**config.mk**
```make
export PLATFORM = sky130hd
export DESIGN_NAME = sync_frame_receiver_with_timeout_core
export DESIGN_NICKNAME = d
export VERILOG_FILES = /design/src/hdl/sfr_pkg.sv /design/src/hdl/sync_frame_receiver_with_timeout_core.sv /design/src/hdl/sfr_in_stage.sv /design/src/hdl/sfr_core.sv /design/src/hdl/sfr_out_stage.sv
export SDC_FILE = /design/constraint.sdc
export NUM_CORES = 1
export LEC_CHECK = 0
export ABC_AREA = 1
export BUFFER_PORTS_ARGS = -buffer_cell sky130_fd_sc_hd__buf_4
export CAP_MARGIN = 20
export CORE_MARGIN = 2
export CORE_UTILIZATION = 30
export DETAILED_ROUTE_END_ITERATION = 7
export PLACE_DENSITY = 0.52
export SLEW_MARGIN = 40
export SYNTH_ARGS = -nofsm -noshare
export SYNTH_HDL_FRONTEND = slang
export SYNTH_SLANG_ARGS = --single-unit
```
**constraint.sdc**
```tcl
create_clock -name clk -period 2.1 [get_ports clk]
set_input_delay 0.315 -clock clk [delete_from_list [all_inputs] [get_ports clk]]
set_output_delay 0.315 -clock clk [all_outputs]
set_load 0.02 [all_outputs]
```
**src/hdl/sfr_pkg.sv**
```systemverilog
// ----------------------------------------------------------------------------
// sfr_pkg
// Types and constants shared by the sync frame receiver modules.
// ----------------------------------------------------------------------------
package sfr_pkg;

	localparam logic [2:0] POS_HUNT  = 3'd0;
	localparam logic [2:0] POS_B1    = 3'd1;
	localparam logic [2:0] POS_B2    = 3'd2;
	localparam logic [2:0] POS_B3    = 3'd3;
	localparam logic [2:0] POS_CHECK = 3'd4;
	localparam logic [2:0] POS_LAST  = 3'd5;

	localparam logic [7:0] COUNT_MAX     = 8'hFF;
	localparam logic [7:0] START_RESET   = 8'h7E;
	localparam logic [7:0] TIMEOUT_RESET = 8'd10;

	localparam logic REG_START   = 1'b0;
	localparam logic REG_TIMEOUT = 1'b1;

	localparam logic KIND_BYTE = 1'b0;
	localparam logic KIND_TICK = 1'b1;

	typedef struct packed {
		logic       req_type;
		logic [7:0] rx_byte;
	} item_t;

	typedef struct packed {
		logic [7:0] miss_count;
		logic [7:0] second_signal;
		logic [7:0] first_signal;
		logic       link_ok;
		logic       frame_good;
	} result_t;

	typedef struct packed {
		logic [7:0] start_byte;
		logic [7:0] timeout_ticks;
	} cfg_t;

endpackage

```
**src/hdl/sync_frame_receiver_with_timeout_core.sv**
```systemverilog
// ----------------------------------------------------------------------------
// sync_frame_receiver_with_timeout_core
// Start-byte framed six-byte receiver with checksum and tick-based link timeout.
//
//   channel   direction  tdata (low bit up)                         tuser
//   s_axis    in         rx_byte[7:0]                               req_type
//   m_axis    out        frame_good, link_ok, first_signal,         -
//                        second_signal, miss_count, 6'b0 pad
//   cfg       in         index 0 start_byte, 1 timeout_ticks        -
//
// One word per cycle while the sink does not stall: the input register takes the
// word, and the result register takes its update once it can be refilled.
// Reset clears frame position, held bytes, latched signals, link and count.
// A stalled sink holds the result register; input is still taken while the
// result register can be refilled in the same cycle.
// ----------------------------------------------------------------------------
module sync_frame_receiver_with_timeout_core (
	input  logic        clk,
	input  logic        arst_n,
	input  logic        s_axis_tvalid,
	output logic        s_axis_tready,
	input  logic [7:0]  s_axis_tdata,   // rx_byte
	input  logic        s_axis_tuser,   // req_type
	output logic        m_axis_tvalid,
	input  logic        m_axis_tready,
	output logic [31:0] m_axis_tdata,   // frame_good, link_ok, first_signal,
	                                    // second_signal, miss_count, zero pad
	input  logic        cfg_we,
	input  logic        cfg_index,
	input  logic [7:0]  cfg_data
);
	import sfr_pkg::*;

	item_t   in_item;
	item_t   item_s1;
	logic    valid_s1;
	logic    can_load;
	logic    step;
	cfg_t    cfg_q;
	result_t result;
	result_t out_result;

	assign in_item.req_type = s_axis_tuser;
	assign in_item.rx_byte  = s_axis_tdata;
	assign step             = valid_s1 && can_load;

	always_ff @(posedge clk or negedge arst_n) begin
		if (!arst_n) begin
			cfg_q.start_byte    <= START_RESET;
			cfg_q.timeout_ticks <= TIMEOUT_RESET;
		end else if (cfg_we) begin
			case (cfg_index)
				REG_START:   cfg_q.start_byte    <= cfg_data;
				REG_TIMEOUT: cfg_q.timeout_ticks <= cfg_data;
				default:     cfg_q               <= cfg_q;
			endcase
		end
	end

	sfr_in_stage u_in (
		.clk      (clk),
		.arst_n   (arst_n),
		.in_valid (s_axis_tvalid),
		.in_ready (s_axis_tready),
		.in_item  (in_item),
		.advance  (can_load),
		.valid_s1 (valid_s1),
		.item_s1  (item_s1)
	);

	sfr_core u_core (
		.clk    (clk),
		.arst_n (arst_n),
		.step   (step),
		.item   (item_s1),
		.cfg    (cfg_q),
		.result (result)
	);

	sfr_out_stage u_out (
		.clk        (clk),
		.arst_n     (arst_n),
		.load       (valid_s1),
		.result     (result),
		.can_load   (can_load),
		.out_valid  (m_axis_tvalid),
		.out_ready  (m_axis_tready),
		.out_result (out_result)
	);

	assign m_axis_tdata = {6'd0, out_result};

endmodule

```
**src/hdl/sfr_in_stage.sv**
```systemverilog
// ----------------------------------------------------------------------------
// sfr_in_stage
// Input register: holds one accepted word until the update stage takes it.
// ----------------------------------------------------------------------------
module sfr_in_stage (
	input  logic           clk,
	input  logic           arst_n,
	input  logic           in_valid,
	output logic           in_ready,
	input  sfr_pkg::item_t in_item,
	input  logic           advance,
	output logic           valid_s1,
	output sfr_pkg::item_t item_s1
);
	import sfr_pkg::*;

	assign in_ready = !valid_s1 || advance;

	always_ff @(posedge clk or negedge arst_n) begin
		if (!arst_n) begin
			valid_s1 <= 1'b0;
		end else if (in_ready) begin
			valid_s1 <= in_valid;
		end
	end

	always_ff @(posedge clk) begin
		if (in_ready && in_valid) begin
			item_s1 <= in_item;
		end
	end

endmodule

```
**src/hdl/sfr_core.sv**
```systemverilog
// ----------------------------------------------------------------------------
// sfr_core
// Frame state, checksum test and tick counter; updated once per word.
// ----------------------------------------------------------------------------
module sfr_core (
	input  logic             clk,
	input  logic             arst_n,
	input  logic             step,
	input  sfr_pkg::item_t   item,
	input  sfr_pkg::cfg_t    cfg,
	output sfr_pkg::result_t result
);
	import sfr_pkg::*;

	logic [2:0] pos_q, pos_n;
	logic [7:0] sum_q, sum_n;
	logic [7:0] first_q, first_n;
	logic [7:0] second_q, second_n;
	logic [7:0] check_q, check_n;
	logic [7:0] lat_first_q, lat_first_n;
	logic [7:0] lat_second_q, lat_second_n;
	logic       link_q, link_n;
	logic [7:0] ticks_q, ticks_n;
	logic       good;
	logic       chk_match;

	assign chk_match = ({1'b0, ~sum_q[6:0]} == check_q);

	always_comb begin
		pos_n        = pos_q;
		sum_n        = sum_q;
		first_n      = first_q;
		second_n     = second_q;
		check_n      = check_q;
		lat_first_n  = lat_first_q;
		lat_second_n = lat_second_q;
		link_n       = link_q;
		ticks_n      = ticks_q;
		good         = 1'b0;
		if (item.req_type == KIND_TICK) begin
			if (ticks_q != COUNT_MAX) begin
				ticks_n = ticks_q + 8'd1;
			end
			if (ticks_n > cfg.timeout_ticks) begin
				link_n = 1'b0;
			end
		end else begin
			case (pos_q)
				POS_HUNT: begin
					if (item.rx_byte == cfg.start_byte) begin
						pos_n = POS_B1;
					end
				end
				POS_B1: begin
					first_n = item.rx_byte;
					sum_n   = item.rx_byte;
					pos_n   = POS_B2;
				end
				POS_B2: begin
					second_n = item.rx_byte;
					sum_n    = sum_q + item.rx_byte;
					pos_n    = POS_B3;
				end
				POS_B3: begin
					sum_n = sum_q + item.rx_byte;
					pos_n = POS_CHECK;
				end
				POS_CHECK: begin
					check_n = item.rx_byte;
					pos_n   = POS_LAST;
				end
				POS_LAST: begin
					if (chk_match) begin
						lat_first_n  = first_q;
						lat_second_n = second_q;
						link_n       = 1'b1;
						ticks_n      = 8'd0;
						good         = 1'b1;
					end
					pos_n = POS_HUNT;
				end
				default: begin
					pos_n = POS_HUNT;
				end
			endcase
		end
	end

	assign result.frame_good    = good;
	assign result.link_ok       = link_n;
	assign result.first_signal  = lat_first_n;
	assign result.second_signal = lat_second_n;
	assign result.miss_count    = ticks_n;

	always_ff @(posedge clk or negedge arst_n) begin
		if (!arst_n) begin
			pos_q        <= POS_HUNT;
			sum_q        <= 8'd0;
			first_q      <= 8'd0;
			second_q     <= 8'd0;
			check_q      <= 8'd0;
			lat_first_q  <= 8'd0;
			lat_second_q <= 8'd0;
			link_q       <= 1'b0;
			ticks_q      <= 8'd0;
		end else if (step) begin
			pos_q        <= pos_n;
			sum_q        <= sum_n;
			first_q      <= first_n;
			second_q     <= second_n;
			check_q      <= check_n;
			lat_first_q  <= lat_first_n;
			lat_second_q <= lat_second_n;
			link_q       <= link_n;
			ticks_q      <= ticks_n;
		end
	end

`ifndef SYNTH
	a_pos_range: assert property (@(posedge clk) disable iff (!arst_n)
		pos_q != 3'd6 && pos_q != 3'd7)
		else $error("frame position out of range");

	a_good_clears_ticks: assert property (@(posedge clk) disable iff (!arst_n)
		step && good |=> ticks_q == 8'd0 && link_q)
		else $error("good frame did not clear tick count and raise link");

	a_link_rise: assert property (@(posedge clk) disable iff (!arst_n)
		step && !link_q && link_n |-> good && pos_q == POS_LAST)
		else $error("link raised without a good frame");

	a_tick_hold_frame: assert property (@(posedge clk) disable iff (!arst_n)
		step && item.req_type == KIND_TICK |=> $stable(pos_q) && $stable(sum_q))
		else $error("tick disturbed frame state");
`endif

endmodule

```
**src/hdl/sfr_out_stage.sv**
```systemverilog
// ----------------------------------------------------------------------------
// sfr_out_stage
// Result register: holds one result word until the sink takes it.
// ----------------------------------------------------------------------------
module sfr_out_stage (
	input  logic             clk,
	input  logic             arst_n,
	input  logic             load,
	input  sfr_pkg::result_t result,
	output logic             can_load,
	output logic             out_valid,
	input  logic             out_ready,
	output sfr_pkg::result_t out_result
);
	import sfr_pkg::*;

	logic    valid_q;
	result_t result_q;

	assign can_load   = !valid_q || out_ready;
	assign out_valid  = valid_q;
	assign out_result = result_q;

	always_ff @(posedge clk or negedge arst_n) begin
		if (!arst_n) begin
			valid_q <= 1'b0;
		end else if (can_load) begin
			valid_q <= load;
		end
	end

	always_ff @(posedge clk) begin
		if (load && can_load) begin
			result_q <= result;
		end
	end

endmodule
```
==> out/metrics.csv <==
stage;metric;value;unit
grt;grt_pass1_wl;20.9;mm
timing;setup_slack;-0.0419;ns
timing;fmax;467;MHz
logic_synthesis;synth_top_area_frac;0.310;
critical_path;crit_family;simple AND/OR/NAND/NOR gates;
clock_network;htreeDepth;3;
logic_synthesis;synth_top_family_by_area;simple AND/OR/NAND/NOR gates;
timing;tightest_slew;0.597;ns
clock_network;cts_buffers;9;
logic_synthesis;ys_seq_elements;112;
grt;grt_pass1_vias;4156;
timing;rsz0062_at_grt;yes;
floorplanning;num_rows;49;
finish;fillers;1799;
floorplanning;io_pins;57;
placed_design;gp_congestion;0.837;
pwr;power_density;1070;nW/um^2
route;dr.first_iter.drc_count;386;
critical_path;cpPeakStageDelay;0.41;ns
timing;finalHoldViolations;0;
clock_network;cts.path.max_buffers;2;
placed_design;pre_cts_slack;-0.127;ns
finish;diodes;0;
timing;hold-worst-slack;0.139;ns
timing;timing.final.crit_share;1.02;
pwr;leakage;3.32;nW
grt;grt_max_degree;53;
clock_network;clkSinkCount;112;
critical_path;end_kind;flop;
placed_design;dp_hpwl;8.97;mm
route;wire_per_inst;12.9;um
logic_synthesis;synth-compound-area-share;0.0611;
timing;max_slew_margin;0.601;
timing;finalSetupViolations;1;
logic_synthesis;synthArstFlopShare;0.688;
logic_synthesis;netlist_top_cells_area;dfrtp_1 (31%), edfxtp_1 (19%), nand2_1 (15%);
finish;final_nets;750;
route;wl;12.2;mm
run_status;status;complete, but fails checks;
floorplanning;core_area;18100;um^2
finish;synthToLayoutAreaGrowth;19.9;%
logic_synthesis;synthAdderAreaFrac;0.0373;
grt;overflow;0;
logic_synthesis;synth.avg_cell_area;8.71;um^2
logic_synthesis;synthCells;640;
logic_synthesis;synth_area;5570;um^2
route;vias;4185;
clock_network;clk_pin_slew_worst_paths;0.08;ns
floorplanning;die_x;140;um
logic_synthesis;seq_area_frac_synth;0.536;
route;route.detailed.drc;0;
finish;fin_area;6690;um^2
critical_path;required;2.22;ns
critical_path;path_buf_inv;2;
clock_network;cts_tree;yes;
logic_synthesis;synth_ff_type;dfrtp_1;
critical_path;crit_top_cell;nand2_1;
route;drtPass1Iterations;4;
logic_synthesis;yosys.cell_types.count;37;
floorplanning;initial_core_util;0.308;
critical_path;crit_type;flop to flop;
timing;slew_viol_final;0;
route;via_per_inst;4.43;
timing;finalClockSkew;0.0144;ns
grt;antenna_found_initial;0;
logic_synthesis;muxShareOfSynthArea;0.00202;
clock_network;cts_root_buf;clkbuf_16;
route;drtAntennaViolNets;0;
critical_path;crit_fanout;4;
logic_synthesis;synth.most_common_cell;nand2_1;
finish;drive_above_1_share;0.196;
pwr;ir_drop;471;uV
clock_network;clk-insertion-delay-late;0.36;ns
hold_path;min_path_type;input port to flop;
logic_synthesis;synth-edff-count;35;
critical_path;arrival;2.26;ns
timing;tns;-0.0419;ns
job;drv_cap;0;
logic_synthesis;yosysWarnings;0;
logic_synthesis;synth_top_cells_by_count;nand2_1 (223), inv_1 (72), dfrtp_1 (69);
floorplanning;die-area;19700;um^2
critical_path;slowest_stage;dfrtp_1;
placed_design;port_buffers;50;
logic_synthesis;synth_xor_area_frac;0.0126;
run_status;violations;negative setup slack;
critical_path;cp-start-kind;flop;
logic_synthesis;synthSimpleGateAreaFrac;0.272;
placed_design;placed_area;6330;um^2
critical_path;path_cells;ha_4 -> nand3_4 -> nor3_4 -> nand2_1 -> o21a_1 -> ha_1 -> inv_2 -> nor2_1 -> nor2_1 -> o21ai_1 -> nand2_1 -> nand2_1 -> nand2_1 -> nand2_1 -> inv_1;
timing;finalCriticalPeriod;2.14;ns
finish;utilization;0.370;
logic_synthesis;synth_top_area_cell;dfrtp_1;
floorplanning;die_h;140;um
grt;grt_usage;0.133;
[placed cells by master, fill, tap and decap left out, drive strengths merged, types with 2 or more instances in the layout]
cell type / instances
a31oi: 2
ha: 15
dfstp: 8
clkbuf: 10
a21oi: 21
o21a: 2
o21ai: 37
nand3: 28
clkinvlp: 2
xnor2: 6
nand2: 241
clkinv: 3
inv: 76
conb: 6
nand3b: 2
nor3: 4
nor2: 37
or2: 4
nand4: 21
edfxtp: 35
buf: 77
o211ai: 2
dfrtp: 69
xor2: 2
[metal layers]
layer	GRT usage	wire (um)	up-vias
met5	0	0	-
met4	0.0404	167	0
met3	0.0270	482	16
met2	0.204	5300	85
met1	0.191	6250	1898
li1	-	-	2186
[final cells by class]
type | instances | area (um^2) | area share
clock buffers | 10 | 229 | 0.0343
clock inverters | 6 | 78.8 | 0.0118
flip-flops and latches | 112 | 2990 | 0.447
multi-input cells | 434 | 2200 | 0.330
inverters | 76 | 285 | 0.0427
well taps | 229 | 287 | 0.0429
repair buffers | 78 | 613 | 0.0917
[sequential cells by signal, summed over array words and instances (netlist names)]
name	cells
u_core.pos_q	3
u_in.valid_s1	1
u_core.lat_first_q	8
u_out.out_valid	1
u_core.check_q	8
u_core.sum_q	7
u_core.first_q	8
u_core.second_q	8
u_out.out_result	26
u_in.item_s1	9
u_core.link_q	1
u_core.lat_second_q	8
cfg_q	16
u_core.ticks_q	8
[metrics by stage]
stage	power (mW)	std cells
after floorplan	4.69	645
after global routing	7.69	945
after global placement	5.30	924
after detailed placement	5.36	924
after CTS	7.20	943
final	7.14	945
[final timing paths]
kind / start / to / slack [ns] / cells after the start
worst max-delay path: u_core.ticks_q[1] / u_out.out_result[1] / -0.04 / 15
worst min-delay path: s_axis_tuser / u_in.item_s1[8] / 0.14 / 1
worst max register to register: u_core.ticks_q[1] / u_out.out_result[1] / -0.04 / 15
worst min register to register: u_core.lat_first_q[1] / u_core.lat_first_q[1] / 0.48 / 2
max in group asynchronous: arst_n / cfg_q[3] / 1.16 / 3
min in group asynchronous: arst_n / u_core.link_q / 0.37 / 2
[power breakdown]
part	switching, mW	internal (mW)	leakage [nW]
clock network	0.834	0.946	0.142
logic	1.32	0.885	1.88
registers	0.394	2.76	1.30
total	2.55	4.59	3.32
[kinds of logic (layout without fill, tap and decap cells)]
family,Yosys count,in the layout
adders and majority gates,16,16
other,1,6
buffers and inverters,99,170
muxes,1,1
xor gates and xnor gates,8,8
DFF,112,112
and+or+nand+nor,338,338
AOI/OAI and AO/OA,65,65
[timing repair]
| item | CTS | global route |
|---|---|---|
| resized for setup | 4 | 1 |
| buffers inserted | 2 | 2 |
| endpoints found under the hold margin | 9 | 0 |
| pin swaps | 4 | 1 |
| endpoints found under the setup margin | 2 | 3 |
| hold buffers | 1 | 0 |
No activity file was read; power rests on OpenSTA's default activity.
